--- config.mk ---
export PLATFORM = sky130hd
export DESIGN_NAME = nm_pdu_partial_network_filter
export DESIGN_NICKNAME = d
export VERILOG_FILES = /design/src/rtl/nmpn_pkg.sv /design/src/rtl/nmpn_cfg.sv /design/src/rtl/nmpn_acc.sv /design/src/rtl/nmpn_eval.sv /design/src/rtl/nm_pdu_partial_network_filter.sv
export SDC_FILE = /design/constraint.sdc
export NUM_CORES = 1
export LEC_CHECK = 0
export BUFFER_PORTS_ARGS = -buffer_cell sky130_fd_sc_hd__buf_2
export CAP_MARGIN = 40
export CELL_PAD_IN_SITES_DETAIL_PLACEMENT = 0
export CELL_PAD_IN_SITES_GLOBAL_PLACEMENT = 2
export CORE_ASPECT_RATIO = 0.75
export CORE_MARGIN = 1.5
export CORE_UTILIZATION = 30
export DETAILED_ROUTE_END_ITERATION = 8
export PLACE_DENSITY_LB_ADDON = 0.1
export SYNTH_ARGS = -nofsm -noshare
export SYNTH_HDL_FRONTEND = slang
export SYNTH_SLANG_ARGS = --single-unit
export TNS_END_PERCENT = 10
--- constraint.sdc ---
create_clock -name clk -period 6 [get_ports clk]
set_input_delay 0.6 -clock clk [delete_from_list [all_inputs] [get_ports clk]]
set_output_delay 0.6 -clock clk [all_outputs]
set_load 0.01 [all_outputs]
--- src/rtl/nmpn_pkg.sv ---
// shared types, constants and helpers for the nm pdu partial network filter
package nmpn_pkg;

    // longest pdu that can ever match the configured length
    localparam int MAX_PDU_BYTES = 64;

    // byte counter saturation value
    localparam logic [6:0] CNT_MAX = 7'd127;

    // control bit vector bits
    localparam int RMR_BIT_POS = 0;
    localparam int PNI_BIT_POS = 6;

    // configuration register indexes
    typedef enum logic [2:0] {
        REG_PDU_LENGTH      = 3'd0,
        REG_CBV_POSITION    = 3'd1,
        REG_NID_POSITION    = 3'd2,
        REG_MODE_FLAGS      = 3'd3,
        REG_DETECT_NODE     = 3'd4,
        REG_PN_CONFIG_MASK  = 3'd5,
        REG_PN_FILTER_MASK  = 3'd6,
        REG_PN_FILTER_BYTES = 3'd7
    } reg_idx_t;

    // mode flag bits
    localparam int MODE_PN_PART   = 0;
    localparam int MODE_ALL_AWAKE = 1;
    localparam int MODE_RR_CHECK  = 2;

    typedef struct packed {
        logic [6:0]  pdu_length;
        logic [6:0]  cbv_position;
        logic [6:0]  nid_position;
        logic [2:0]  mode_flags;
        logic        detect_node;
        logic [63:0] pn_config_mask;
        logic [63:0] pn_filter_mask;
        logic [3:0]  pn_filter_bytes;
    } cfg_t;

    // finished frame handed from the accumulator to the evaluation stage
    typedef struct packed {
        logic       length_ok;
        logic [7:0] node_byte;
        logic [7:0] control_byte;
    } frame_t;

    // evaluated result
    typedef struct packed {
        logic [63:0] valid_pn_mask;
        logic        repeat_request;
        logic [7:0]  node_id;
        logic        indication;
        logic        length_ok;
    } result_t;

    // byte k of the mask is set when k < n, all bytes from eight upwards
    function automatic logic [63:0] bytes_mask(input logic [6:0] n);
        logic [63:0] m;
        for (int k = 0; k < 8; k++) begin
            m[k*8 +: 8] = (n > 7'(k)) ? 8'hFF : 8'h00;
        end
        return m;
    endfunction

endpackage

--- src/rtl/nmpn_cfg.sv ---
// configuration register file of the nm pdu filter
module nmpn_cfg
    import nmpn_pkg::*;
(
    input  logic        clk,
    input  logic        rst_n,
    input  logic        cfg_we,
    input  logic [2:0]  cfg_index,
    input  logic [63:0] cfg_data,
    output cfg_t        cfg
);

    cfg_t cfg_reg;
    cfg_t cfg_next;

    always_comb
    begin
        cfg_next = cfg_reg;
        if (cfg_we)
        begin
            unique case (reg_idx_t'(cfg_index))
                REG_PDU_LENGTH:      cfg_next.pdu_length      = cfg_data[6:0];
                REG_CBV_POSITION:    cfg_next.cbv_position    = cfg_data[6:0];
                REG_NID_POSITION:    cfg_next.nid_position    = cfg_data[6:0];
                REG_MODE_FLAGS:      cfg_next.mode_flags      = cfg_data[2:0];
                REG_DETECT_NODE:     cfg_next.detect_node     = cfg_data[0];
                REG_PN_CONFIG_MASK:  cfg_next.pn_config_mask  = cfg_data;
                REG_PN_FILTER_MASK:  cfg_next.pn_filter_mask  = cfg_data;
                REG_PN_FILTER_BYTES: cfg_next.pn_filter_bytes = cfg_data[3:0];
                default:             cfg_next = cfg_reg;
            endcase
        end
    end

    always_ff @(posedge clk or negedge rst_n)
    begin
        if (!rst_n)
        begin
            cfg_reg.pdu_length      <= 7'd8;
            cfg_reg.cbv_position    <= 7'd0;
            cfg_reg.nid_position    <= 7'd1;
            cfg_reg.mode_flags      <= 3'd0;
            cfg_reg.detect_node     <= 1'b0;
            cfg_reg.pn_config_mask  <= 64'd0;
            cfg_reg.pn_filter_mask  <= 64'd0;
            cfg_reg.pn_filter_bytes <= 4'd0;
        end
        else
        begin
            cfg_reg <= cfg_next;
        end
    end

    assign cfg = cfg_reg;

endmodule

--- src/rtl/nmpn_acc.sv ---
// per-byte frame accumulator: count, field capture and pn bit collection
module nmpn_acc
    import nmpn_pkg::*;
#(
    parameter int PN_BITS = 64
)
(
    input  logic               clk,
    input  logic               rst_n,
    input  cfg_t               cfg,
    input  logic               in_valid,
    output logic               in_ready,
    input  logic [7:0]         in_byte,
    input  logic               in_last,
    output logic               rec_valid,
    input  logic               rec_ready,
    output frame_t             rec,
    output logic [PN_BITS-1:0] rec_pn
);

    logic [6:0]         cnt_reg;
    logic [6:0]         cnt_next;
    logic [7:0]         node_reg;
    logic [7:0]         node_next;
    logic [7:0]         ctrl_reg;
    logic [7:0]         ctrl_next;
    logic [PN_BITS-1:0] pn_reg;
    logic [PN_BITS-1:0] pn_next;
    logic               rec_valid_reg;
    logic               rec_valid_next;
    frame_t             rec_reg;
    logic [PN_BITS-1:0] rec_pn_reg;

    logic               fire;
    logic               cbv_on;
    logic               nid_on;
    logic [6:0]         cnt_inc;
    logic [7:0]         node_cur;
    logic [7:0]         ctrl_cur;
    logic [PN_BITS-1:0] pn_cur;
    logic               len_ok;

    assign in_ready = !rec_valid_reg || rec_ready;
    assign fire     = in_valid && in_ready;

    assign cbv_on = !cfg.cbv_position[6];
    assign nid_on = !cfg.nid_position[6];

    always_comb
    begin
        cnt_inc  = (cnt_reg != CNT_MAX) ? cnt_reg + 7'd1 : cnt_reg;
        ctrl_cur = (cbv_on && cnt_reg == {1'b0, cfg.cbv_position[5:0]}) ? in_byte : ctrl_reg;
        node_cur = (nid_on && cnt_reg == {1'b0, cfg.nid_position[5:0]}) ? in_byte : node_reg;
        for (int i = 0; i < PN_BITS; i++)
        begin
            pn_cur[i] = pn_reg[i] || (cnt_reg == 7'(i / 8) && in_byte[i % 8]);
        end
        len_ok = ({2'b00, cfg.pdu_length} <= 9'(MAX_PDU_BYTES)) &&
                 (cnt_inc == cfg.pdu_length);
    end

    always_comb
    begin
        cnt_next       = cnt_reg;
        node_next      = node_reg;
        ctrl_next      = ctrl_reg;
        pn_next        = pn_reg;
        rec_valid_next = rec_valid_reg && !rec_ready;
        if (fire)
        begin
            if (in_last)
            begin
                cnt_next       = '0;
                node_next      = '0;
                ctrl_next      = '0;
                pn_next        = '0;
                rec_valid_next = 1'b1;
            end
            else
            begin
                cnt_next  = cnt_inc;
                node_next = node_cur;
                ctrl_next = ctrl_cur;
                pn_next   = pn_cur;
            end
        end
    end

    always_ff @(posedge clk or negedge rst_n)
    begin
        if (!rst_n)
        begin
            cnt_reg       <= '0;
            node_reg      <= '0;
            ctrl_reg      <= '0;
            pn_reg        <= '0;
            rec_valid_reg <= 1'b0;
        end
        else
        begin
            cnt_reg       <= cnt_next;
            node_reg      <= node_next;
            ctrl_reg      <= ctrl_next;
            pn_reg        <= pn_next;
            rec_valid_reg <= rec_valid_next;
        end
    end

    always_ff @(posedge clk)
    begin
        if (fire && in_last)
        begin
            rec_reg.length_ok    <= len_ok;
            rec_reg.node_byte    <= node_cur;
            rec_reg.control_byte <= ctrl_cur;
            rec_pn_reg           <= pn_cur;
        end
    end

    assign rec_valid = rec_valid_reg;
    assign rec       = rec_reg;
    assign rec_pn    = rec_pn_reg;

    a_clear_after_last: assert property (@(posedge clk) disable iff (!rst_n)
        fire && in_last |=> cnt_reg == 7'd0 && pn_reg == '0)
        else $error("frame state not cleared after last byte");

    a_count_step: assert property (@(posedge clk) disable iff (!rst_n)
        fire && !in_last && cnt_reg != CNT_MAX |=> cnt_reg == $past(cnt_reg) + 7'd1)
        else $error("byte counter did not advance");

    a_rec_source: assert property (@(posedge clk) disable iff (!rst_n)
        !rec_valid_reg ##1 rec_valid_reg |-> $past(fire && in_last))
        else $error("frame record appeared without a last byte");

endmodule

--- src/rtl/nmpn_eval.sv ---
// end-of-frame evaluation and result register
module nmpn_eval
    import nmpn_pkg::*;
#(
    parameter int PN_BITS = 64
)
(
    input  logic               clk,
    input  logic               rst_n,
    input  cfg_t               cfg,
    input  logic               rec_valid,
    output logic               rec_ready,
    input  frame_t             rec,
    input  logic [PN_BITS-1:0] rec_pn,
    output logic               out_valid,
    input  logic               out_ready,
    output result_t            res
);

    logic    out_valid_reg;
    logic    out_valid_next;
    result_t res_reg;
    result_t res_next;

    logic        cbv_on;
    logic        nid_on;
    logic        pn_part;
    logic [63:0] cand;
    logic [63:0] valid;
    logic        rr;
    logic        ind;

    assign rec_ready = !out_valid_reg || out_ready;

    assign cbv_on  = !cfg.cbv_position[6];
    assign nid_on  = !cfg.nid_position[6];
    assign pn_part = cfg.mode_flags[MODE_PN_PART];

    always_comb
    begin
        cand  = cfg.pn_config_mask & 64'(rec_pn) & bytes_mask(cfg.pdu_length);
        valid = '0;
        if (cbv_on && rec.control_byte[PNI_BIT_POS] && pn_part)
        begin
            if (cfg.pn_filter_bytes == 4'd0)
                valid = cand;
            else
                valid = cand & cfg.pn_filter_mask & bytes_mask({3'b000, cfg.pn_filter_bytes});
        end
        rr = cbv_on && rec.control_byte[RMR_BIT_POS] &&
             !(cfg.mode_flags[MODE_RR_CHECK] && valid == '0 && pn_part);
        ind = (valid != '0) || cfg.mode_flags[MODE_ALL_AWAKE] ||
              (cfg.detect_node && nid_on) || rr;

        res_next.length_ok      = rec.length_ok;
        res_next.indication     = rec.length_ok && ind;
        res_next.node_id        = (rec.length_ok && nid_on) ? rec.node_byte : 8'h00;
        res_next.repeat_request = rec.length_ok && rr;
        res_next.valid_pn_mask  = rec.length_ok ? valid : 64'd0;
    end

    always_comb
    begin
        out_valid_next = out_valid_reg && !out_ready;
        if (rec_valid && rec_ready)
            out_valid_next = 1'b1;
    end

    always_ff @(posedge clk or negedge rst_n)
    begin
        if (!rst_n)
            out_valid_reg <= 1'b0;
        else
            out_valid_reg <= out_valid_next;
    end

    always_ff @(posedge clk)
    begin
        if (rec_valid && rec_ready)
            res_reg <= res_next;
    end

    assign out_valid = out_valid_reg;
    assign res       = res_reg;

    a_mismatch_quiet: assert property (@(posedge clk) disable iff (!rst_n)
        out_valid_reg && !res_reg.length_ok |-> !res_reg.indication &&
        !res_reg.repeat_request && res_reg.node_id == 8'h00 && res_reg.valid_pn_mask == 64'd0)
        else $error("length mismatch result carries data");

    a_rr_indicates: assert property (@(posedge clk) disable iff (!rst_n)
        out_valid_reg && res_reg.repeat_request |-> res_reg.indication)
        else $error("repeat request without indication");

endmodule

--- src/rtl/nm_pdu_partial_network_filter.sv ---
// top level of the nm pdu partial network receive filter
//
// channel   dir  handshake          payload
// s_axis    in   s_tvalid/s_tready  s_tdata[7:0] rx_byte, s_tlast last_byte
// m_axis    out  m_tvalid/m_tready  m_tdata: length_ok, indication, node_id,
//                                   repeat_request, valid_pn_mask
// cfg       in   cfg_we             cfg_index register, cfg_data value
//
// one byte request is taken every cycle while s_tready is high; bytes that are not last give no result
// a frame's result is held first in the frame record register, then in the
// result register
// the result register and the frame record decouple the sides, so bytes keep
// flowing while one result waits; s_tready drops only when both are full
// reset clears the frame counter, captured bytes and both valid flags, and
// loads the register defaults; no clearing pass is needed
module nm_pdu_partial_network_filter
    import nmpn_pkg::*;
#(
    parameter int PN_BITS = 64
)
(
    input  logic        clk,
    input  logic        rst_n,
    // stream in
    input  logic        s_tvalid,
    output logic        s_tready,
    input  logic [7:0]  s_tdata,   // [7:0] rx_byte
    input  logic        s_tlast,   // last_byte
    // stream out
    output logic        m_tvalid,
    input  logic        m_tready,
    output logic [79:0] m_tdata,   // [0] length_ok, [1] indication, [9:2] node_id,
                                   // [10] repeat_request, [74:11] valid_pn_mask,
                                   // [79:75] zero
    // configuration writes
    input  logic        cfg_we,
    input  logic [2:0]  cfg_index,
    input  logic [63:0] cfg_data
);

    cfg_t               cfg;
    logic               rec_valid;
    logic               rec_ready;
    frame_t             rec;
    logic [PN_BITS-1:0] rec_pn;
    result_t            res;

    // register file
    nmpn_cfg u_cfg (
        .clk       (clk),
        .rst_n     (rst_n),
        .cfg_we    (cfg_we),
        .cfg_index (cfg_index),
        .cfg_data  (cfg_data),
        .cfg       (cfg)
    );

    // byte counting and capture, frame record on the last byte
    nmpn_acc #(
        .PN_BITS (PN_BITS)
    ) u_acc (
        .clk       (clk),
        .rst_n     (rst_n),
        .cfg       (cfg),
        .in_valid  (s_tvalid),
        .in_ready  (s_tready),
        .in_byte   (s_tdata),
        .in_last   (s_tlast),
        .rec_valid (rec_valid),
        .rec_ready (rec_ready),
        .rec       (rec),
        .rec_pn    (rec_pn)
    );

    // pn filtering, indication decision, result register
    nmpn_eval #(
        .PN_BITS (PN_BITS)
    ) u_eval (
        .clk       (clk),
        .rst_n     (rst_n),
        .cfg       (cfg),
        .rec_valid (rec_valid),
        .rec_ready (rec_ready),
        .rec       (rec),
        .rec_pn    (rec_pn),
        .out_valid (m_tvalid),
        .out_ready (m_tready),
        .res       (res)
    );

    // pad the packed result up to whole bytes
    assign m_tdata = {5'b00000, res};

endmodule

== Yosys cells after proc, flatten, opt, wreduce, memory -nomap -nowiden ==
Index checks and enable logic that the tools add are counted.

* Add/subtract/negate cells: 1
* $lt $le $gt $ge: 17
* Eq/ne operators: 18
* Multiplexer cells: 28
* Bitwise logic cells: 4
* Reductions and logical operators: 171

{| class="wikitable"
|+ Operators by type and width
! kind !! number
|-
| 64-bit bitwise AND || 4
|-
| 64-bit two-way mux || 3
|-
| 8-bit two-way mux || 20
|-
| 1-bit logical AND || 82
|-
| 1-bit logical OR || 69
|-
| 64-bit zero test || 1
|-
| 64-bit nonzero test || 1
|-
| 7-bit by 3-bit == test with 1-bit output, second input constant || 4
|-
| 7-bit by 3-bit greater-than comparator with 1-bit output, second input constant || 4
|-
| 4-bit by 3-bit greater-than comparator with 1-bit output, second input constant || 4
|-
| 2-bit AND reduction || 8
|-
| 7-bit by 2-bit == test with 1-bit output, second input constant || 2
|-
| 7-bit by 6-bit == test with 1-bit output || 2
|-
| 7-bit by 1-bit greater-than comparator with 1-bit output, second input constant || 2
|-
| 7-bit by 2-bit greater-than comparator with 1-bit output, second input constant || 2
|-
| 7-bit two-way mux || 2
|-
| 3-bit == test, second input constant || 4
|-
| 4-bit by 1-bit greater-than comparator with 1-bit output, second input constant || 2
|-
| 4-bit by 2-bit greater-than comparator with 1-bit output, second input constant || 2
|-
| 7-bit by 1-bit adder with 7-bit output, second input constant || 1
|-
| 7-bit by 1-bit == test with 1-bit output, second input constant || 1
|-
| 7-bit == test || 1
|-
| 7-bit <= comparator, second input constant || 1
|-
| 1-bit zero test || 7
|-
| 7 further kinds || 10
|}

* Bits in registers: 401
* Input bits: 81
* Word-level logic and storage cells: 262

== Depth between registers and ports, before layout ==
Gate-level depths: netlist (run 1).

* Depth after elaboration: 14
* Depth in mapped cells: 10
* Gate-level depth less buffers: 8

== Modules after synthesis ==
From an unflattened synthesis (run 1), not the netlist that was laid out.

* Cell total of the unflattened synthesis: 1,375
* Area total of the unflattened synthesis: 17,932.2 µm²

{| class="wikitable"
|+ By module, submodules not included
! module !! times used !! cells each !! area each (µm²) !! sequential area each (µm²)
|-
| nmpn_acc || 1 || 581 || 7,145.6 || 4,634.4
|-
| nmpn_cfg || 1 || 338 || 6,516.2 || 3,931.3
|-
| nmpn_eval || 1 || 450 || 4,229.1 || 2,277.2
|-
| nm_pdu_partial_network_filter || 1 || 6 || 41.3 || 0.0
|}

== Worst setup path after synthesis (run 1) ==
OpenSTA, ideal clock, no wires.

* Path kind: input -> register
* From: input port m_tready
* To: register u_acc.rec_reg, in the netlist u_acc.rec[0], enable pin
* Setup time: 0.429 ns
* Data arrival time: 2.873 ns
* Required time: 5.571 ns
* Path slack: 2.698 ns
* Stages: 6
* Cell sequence: nand3b_1 -> and2_1 -> clkbuf_1 -> nand2_1 -> clkbuf_1 -> inv_1

* Longest elaborated chain between the ends: 4

{| class="wikitable"
|+ RTL lines
! what !! RTL line !! text
|-
| start: declaration || nm_pdu_partial_network_filter.sv:31 || <nowiki>input logic m_tready,</nowiki>
|-
| 1-bit logical OR || nmpn_eval.sv:33 || <nowiki>assign rec_ready = !out_valid_reg || out_ready;</nowiki>
|-
| 1-bit logical OR || nmpn_acc.sv:43 || <nowiki>assign in_ready = !rec_valid_reg || rec_ready;</nowiki>
|-
| 1-bit logical AND || nmpn_acc.sv:44 || <nowiki>assign fire = in_valid && in_ready;</nowiki>
|-
| 1-bit logical AND || nmpn_acc.sv:111 || <nowiki>if (fire && in_last)</nowiki>
|-
| end: declaration || nmpn_acc.sv:31 || <nowiki>frame_t rec_reg;</nowiki>
|}

Every way passes these cells.
A chain may end at the register's enable or synchronous reset.

==> results of run 1 <==
==> cells by family after synthesis <==
logic type | Yosys count | share of synthesized area (%)
other cells | 1 | 0.02270
simple gates | 284 | 8.558
flops | 390 | 63.63
buf+inv | 92 | 2.378
mux | 166 | 11.31
compound gates | 280 | 12.57
fa+ha+maj | 4 | 0.3030
xor+xnor | 23 | 1.219
==> power breakdown <==
group / internal, mW / leakage (nW) / switching [mW]
clock: 1.62 / 0.700 / 1.09
combinational: 0.445 / 4.03 / 0.587
sequential: 3.12 / 4.47 / 0.240
total: 5.18 / 9.21 / 1.92
==> layer usage <==
| layer | GRT usage [%] | vias up |
|---|---|---|
| met2 | 25.75 | 231 |
| met3 | 2.916 | 48 |
| met1 | 26.55 | 5459 |
| met4 | 4.042 | 0 |
| met5 | 0 | - |
| li1 | - | 4936 |
==> Yosys cell counts (9+ instances only) <==
cell type / n / share of area, %
a22o_1: 11 / 0.58
nor3_1: 57 / 1.7
a21oi_1: 74 / 2.2
nand2_1: 85 / 1.9
and2_1: 24 / 0.91
o211a_1: 64 / 3.9
nor2_1: 27 / 0.61
a31oi_1: 9 / 0.34
and3_1: 9 / 0.34
clkbuf_1: 69 / 1.6
o21ai_0: 11 / 0.33
nand3_1: 43 / 1.3
mux2_2: 166 / 11
a21o_1: 71 / 3.2
edfxtp_1: 150 / 27
xor2_1: 16 / 0.85
dfrtp_1: 238 / 36
==> metrics by stage <==
| stage | power [mW] | area [sq um] | utilization, % | worst slack (ns) |
|---|---|---|---|---|
| floorplan | 4.038 | 16540 | - | 2.698 |
| global placement | 4.433 | 18020 | 33.11 | 2.414 |
| detailed placement | 4.454 | 18100 | 33.24 | 2.902 |
| CTS | 7.211 | 19520 | 35.85 | 2.880 |
| global route | 7.445 | 19520 | 35.85 | 2.806 |
| finish | 7.099 | 19520 | 35.85 | 2.955 |
==> layout make-up <==
| cell class | count | area [sq um] |
|---|---|---|
| Sequential cell | 390 | 10510 |
| Clock buffer | 63 | 1254 |
| Timing Repair Buffer | 181 | 1010 |
| Tap cell | 722 | 903.4 |
| Multi-Input combinational cell | 762 | 5649 |
| Clock inverter | 15 | 168.9 |
| Inverter | 6 | 22.52 |
| Fill cell | 5344 | 34920 |
==> path summary, 6_finish.rpt <==
path / from / endpoint / slack, ns / depth (start not counted)
min in group clk: cfg_data[33] / u_cfg.cfg[101]$_DFFE_PN0P_ / 0.28 / 2
worst max register to register: u_cfg.cfg[3]$_DFFE_PN0P_ / u_eval.res[10]$_DFFE_PP_ / 2.96 / 7
worst min register to register: u_acc.node_reg[3]$_DFFE_PN0P_ / u_acc.node_reg[3]$_DFFE_PN0P_ / 0.50 / 1
max in group asynchronous: rst_n / u_cfg.cfg[60]$_DFFE_PN0P_ / 4.66 / 2
worst max-delay path: u_cfg.cfg[3]$_DFFE_PN0P_ / u_eval.res[10]$_DFFE_PP_ / 2.96 / 7
worst min-delay path: rst_n / u_cfg.cfg[13]$_DFFE_PN0P_ / 0.08 / 1
==> reports/metrics.csv, run 1 <==
stage;metric;value;unit
global_routing;grt-ovfl-total;0;
global_routing;grt_first_pass_wirelength;72410;um
worst_setup_path;cp-end-kind;flop;
floorplan;rows;74;
route;dr.max_layer_used;met4;
worst_setup_path;cp_slowest_cell;or3_1;
layout;most-common-layout-cells;238 x dfrtp_1, 166 x mux2_2, 159 x buf_2, 150 x edfxtp_1, 84 x nand2_1;
worst_setup_path;cp_max_fo;11;
route;wl_met1;24950;um
route;drc;0;
worst_setup_path;crit_chain;or3_1 -> a21o_1 -> a221oi_1 -> nor2_1 -> nor4_2 -> nand4_1 -> o311a_1;
job;drv_cap;0;
clock_tree;cts_max_level;2;
worst_setup_path;worstSetupStartpointType;flop;
layout;stdcell_count;2139;
floorplan;die_w;274.0;um
clock_tree;cts.repair.resized;0;
worst_setup_path;cp.required;6.32;ns
power;power_density;363.7;mW/mm^2
layout;final_nets;1469;
layout;final_common_cell;dfrtp_1;
clock_tree;post_cts_buffers;0;
synth;ys_warn_count;0;
timing;rsz0062_at_grt;no;
synth;yosysSeqAreaShare;63.63;%
layout;diodes;0;
timing;max_freq;328.4;MHz
route;drtIter0Drc;703;
global_routing;antenna_found_initial;3;
synth;syn_inst;1240;
outcome;status;completed;
worst_setup_path;max_stage_delay;0.62;ns
route;wl_met3;2260;um
timing;report.final.slew_viol_count;0;
clock_tree;cts_hold_buffers;0;
global_routing;grt_max_degree;102;
timing;period_needed;3.045;ns
synth;ys_seq_elements;390;
route;dr.pass1.iters;5;
clock_tree;root_buffer;clkbuf_16;
timing;hold_slack;0.07962;ns
floorplan;start_util;30.35;%
global_routing;grt_use_total;17.47;%
worst_setup_path;critPathArrivalTime;3.36;ns
clock_tree;cts_buffer_depth;3;
timing;worst_pin_slew;0.8375;ns
timing;relSlewSlack;44.05;%
synth;syn_area_per_cell;13.32;sq um
power;leakage;9.206;nW
route;wire_per_inst;22.96;um
clock_tree;path_clk_slew;0.06;ns
timing;clock_skew;0.01750;ns
synth;synthArstFlopShare;61.54;%
floorplan;die-area;0.05650;sq mm
clock_tree;numCtsBuffers;43;
route;drt-total-wl;49110;um
layout;drive_gt1_share;29.85;%
route;vias;10674;
synth;synth-main-ff-cell;dfrtp_1;
synth;ys_types;60;
layout;largest_reg_flops;157;
timing;fin_crit_sh;50.75;%
placement;port_buffers;157;
power;vdd_ir_drop_max;168.8;uV
timing;setup_viol;0;
worst_setup_path;cp_top_family;simple AND/OR/NAND/NOR gates;
layout;area.growth.synth_to_final;18.15;%
floorplan;die_y;206.2;um
placement;dp_hpwl;32700;um
worst_setup_path;crit_buf_inv;0;
timing;hold_viol_final;0;
worst_hold_path;holdCritPathClass;in2async;
floorplan;fp.coreArea;0.05444;sq mm
placement;dp_cells;2061;
timing;tns;0;ns
route;ant_nets;0;
floorplan;num_io_pins;163;
synth;netlist_area;0.01652;sq mm
route;wl_met2;21160;um
clock_tree;cts_tree;done;
worst_setup_path;crit_type;reg2reg;
route;routed_via_density;4.990;
clock_tree;cts.sinks;390;
placement;place.gp.congestion;0.7259;
clock_tree;clkLatencyLatePin;0.57;ns
global_routing;grt_pass1_vias;10696;
synth;synth_edf_count;150;
Power figures use the tool's default switching activity.
==> run 2: changes to the inputs <==
==> constraint.sdc (replaced) <==
create_clock -name clk -period 3.15 [get_ports clk]
set_input_delay 0.315 -clock clk [delete_from_list [all_inputs] [get_ports clk]]
set_output_delay 0.315 -clock clk [all_outputs]
set_load 0.01 [all_outputs]
==> run 2 against run 1 <==
  * Critical path depth unchanged
  * Sequential share of layout area fell by 2.1 points
  * Flip-flop and latch count is the same
  * Utilization up 1.5 points
  * Final area is 4.1% higher
  * First-iteration DRC count fell by 20%
  * Register-to-register slack worse by 2.7 ns
  * Global-route usage increased by 0.39 points
  * Setup slack got worse by 2.7 ns
  * Via count is 2.1% higher
  * Sequential power up 90%
  * Clock skew grew 0.0040 ns
  * Largest power group unchanged
  * Highest routed layer is now met5
==> reports/metrics.csv, run 2 (synthesis results as in run 1) <==
stage;metric;value;unit;change
outcome;status;completed;;
layout;regArea;0.01051;sq mm;unchanged
worst_setup_path;cp_slowest_cell;dfrtp_1;;
placement;place.gp.congestion;0.7529;;+3.7%
worst_setup_path;r2r_slack;0.28;ns;-2.68 ns
placement;port_buffers;157;;unchanged
clock_tree;numCtsBuffers;45;;+4.7%
timing;period_needed;2.872;ns;-0.1725 ns
worst_hold_path;hp-start;cfg_data[15];;
worst_setup_path;cp_max_fo;12;;+1
route;wire_per_inst;22.40;um;-2.4%
worst_setup_path;max_stage_delay;0.52;ns;-0.10 ns
floorplan;fp.coreArea;0.05444;sq mm;unchanged
route;drt-total-wl;49440;um;+0.67%
layout;final_common_cell;dfrtp_1;;
job;drv_cap;0;;unchanged
floorplan;start_util;30.35;%;unchanged
clock_tree;path_clk_slew;0.06;ns;about the same
clock_tree;cts_buffer_depth;3;;unchanged
worst_hold_path;holdCritPathClass;in2reg;;
timing;tns;0;ns;unchanged
worst_setup_path;r2r_cells;7;;unchanged
layout;multi_input_area;0.005648;sq mm;about the same
floorplan;rows;74;;unchanged
worst_setup_path;r2r_end;u_eval.res[10]$_DFFE_PP_;;
timing;hold_slack;0.03241;ns;-0.04721 ns
layout;area.growth.synth_to_final;23.05;%;
timing;setup_slack;0.2777;ns;-2.677 ns
timing;setup_viol;0;;unchanged
global_routing;grt_use_total;17.87;%;+0.39 points
layout;drive_gt1_share;30.10;%;+0.25 points
worst_setup_path;cp.required;3.46;ns;-2.86 ns
route;drtIter0Drc;562;;-20%
floorplan;die_w;274.0;um;unchanged
layout;final_nets;1533;;+4.4%
clock_tree;cts_tree;done;;
layout;stdcell_count;2207;;+3.2%
global_routing;grt_max_degree;88;;-14%
worst_hold_path;whs_endpoint;u_cfg.cfg[19]$_DFFE_PN0P_;;
route;vias;10903;;+2.1%
floorplan;die_y;206.2;um;unchanged
worst_setup_path;crit_type;reg2reg;;
power;leakage;9.566;nW;+3.9%
timing;hold_viol_final;0;;unchanged
route;routed_via_density;4.940;;-1.0%
global_routing;grt_first_pass_wirelength;73850;um;+2.0%
placement;post-place-ws;0.08328;ns;-2.819 ns
floorplan;num_io_pins;163;;unchanged
layout;diodes;0;;unchanged
clock_tree;cts_max_level;2;;unchanged
route;ant_nets;0;;unchanged
worst_hold_path;min_path_cells;2;;
global_routing;grt_pass1_vias;11207;;+4.8%
timing;report.final.slew_viol_count;0;;unchanged
timing;worst_pin_slew;0.7297;ns;-0.1078 ns
power;power_density;677.8;mW/mm^2;+86%
worst_setup_path;critPathArrivalTime;3.19;ns;-0.17 ns
power;vdd_ir_drop_max;321.4;uV;+90%
global_routing;antenna_found_initial;5;;+2
timing;clock_skew;0.02148;ns;+0.003979 ns
worst_setup_path;worstSetupStartpointType;flop;;
layout;most-common-layout-cells;238 x dfrtp_1, 166 x mux2_2, 156 x buf_2, 150 x edfxtp_1, 84 x nand2_1;;
route;dr.pass1.iters;5;;unchanged
layout;fillCellCount;5330;;-0.26%
clock_tree;root_buffer;clkbuf_16;;
clock_tree;cts.sinks;390;;unchanged
timing;max_freq;348.1;MHz;+6.0%
timing;fin_crit_sh;91.19;%;+40 points
worst_setup_path;crit_chain;or3_4 -> a21o_1 -> a221oi_1 -> nor2_1 -> nor4_2 -> nand4_1 -> o311a_1;;
timing;relSlewSlack;51.35;%;+7.3 points
floorplan;die-area;0.05650;sq mm;unchanged
placement;dp_cells;2073;;+0.58%
global_routing;grt-ovfl-total;0;;unchanged
timing;rsz0062_at_grt;no;;
worst_setup_path;reg2reg_from;u_cfg.cfg[3]$_DFFE_PN0P_;;
clock_tree;clkLatencyLatePin;0.58;ns;about the same
placement;dp_hpwl;32680;um;about the same
layout;largest_reg_flops;157;;unchanged
worst_setup_path;cp-end-kind;flop;;
route;drc;0;;unchanged
run 2: cell count changes in the layout (fill, tap and decap cells not counted), sizes merged:
cell / before / now
clkinvlp: 0 / 1
buf: 181 / 193
clkinv: 11 / 16
clkbuf: 63 / 62
inv: 6 / 7
dlygate4sd3: 0 / 50
run 2: power breakdown:
part	internal (mW)	leakage, nW	switching, mW	total, mW
combinational	0.915	4.34	1.11	2.02
clock	3.20	0.750	2.16	5.36
sequential	5.94	4.47	0.458	6.40
run 2: cell type report:
class / instances / area share, %
clock buffer: 62 / 6.358
sequential: 390 / 51.71
timing repair buffer: 243 / 8.525
clock inverter: 22 / 1.065
multi-input combinational: 762 / 27.78
tap: 722 / 4.444
inverter: 6 / 0.1108
run 2: repair_timing:
action,CTS,global route
hold endpoints to repair,180,0
hold buffers,50,0
gates resized for setup,0,1
setup endpoints to repair,0,2
buffers inserted,0,0
run 2: critical path, delay by kind of cell (launching register included):
kind / cells / cell delay (ns)
and+or+nand+nor: 4 / 1.04
AOI/OAI and AO/OA: 3 / 1.05
DFF: 1 / 0.52
run 2: stage by stage:
step | util, % | power, mW | instance area [sq um]
global route | 37.34 | 14.51 | 20330
floorplan | - | 7.692 | 16540
finish | 37.34 | 13.78 | 20330
global placement | 33.62 | 8.460 | 18300
detailed placement | 33.64 | 8.495 | 18310
CTS | 37.33 | 14.00 | 20320
run 2: per-layer routing:
metal / up-vias / GRT usage (%) / part of all wire [%] / wire length [um]
met2: 213 / 26.55 / 43 / 21460
met5: - / 0 / 0.026 / 13
met3: 59 / 2.835 / 4.0 / 1957
li1: 5062 / - / - / -
met4: 2 / 4.827 / 2.0 / 984
met1: 5567 / 26.81 / 51 / 25020
run 2: how the worst max path moves through the flow:
| stage | cells past startpoint | to | from |
|---|---|---|---|
| after global placement | 7 | u_eval.res[10]$_DFFE_PP_ | u_cfg.cfg[3]$_DFFE_PN0P_ |
| final | 7 | u_eval.res[10]$_DFFE_PP_ | u_cfg.cfg[3]$_DFFE_PN0P_ |
| after floorplan | 6 | u_acc.rec[0]$_DFFE_PP_ | u_eval.out_valid$_DFF_PN0_ |
| after global routing | 8 | u_eval.res[10]$_DFFE_PP_ | u_cfg.cfg[1]$_DFFE_PN0P_ |
| after detailed placement | 7 | u_eval.res[10]$_DFFE_PP_ | u_cfg.cfg[3]$_DFFE_PN0P_ |
| after CTS | 7 | u_eval.res[10]$_DFFE_PP_ | u_cfg.cfg[3]$_DFFE_PN0P_ |
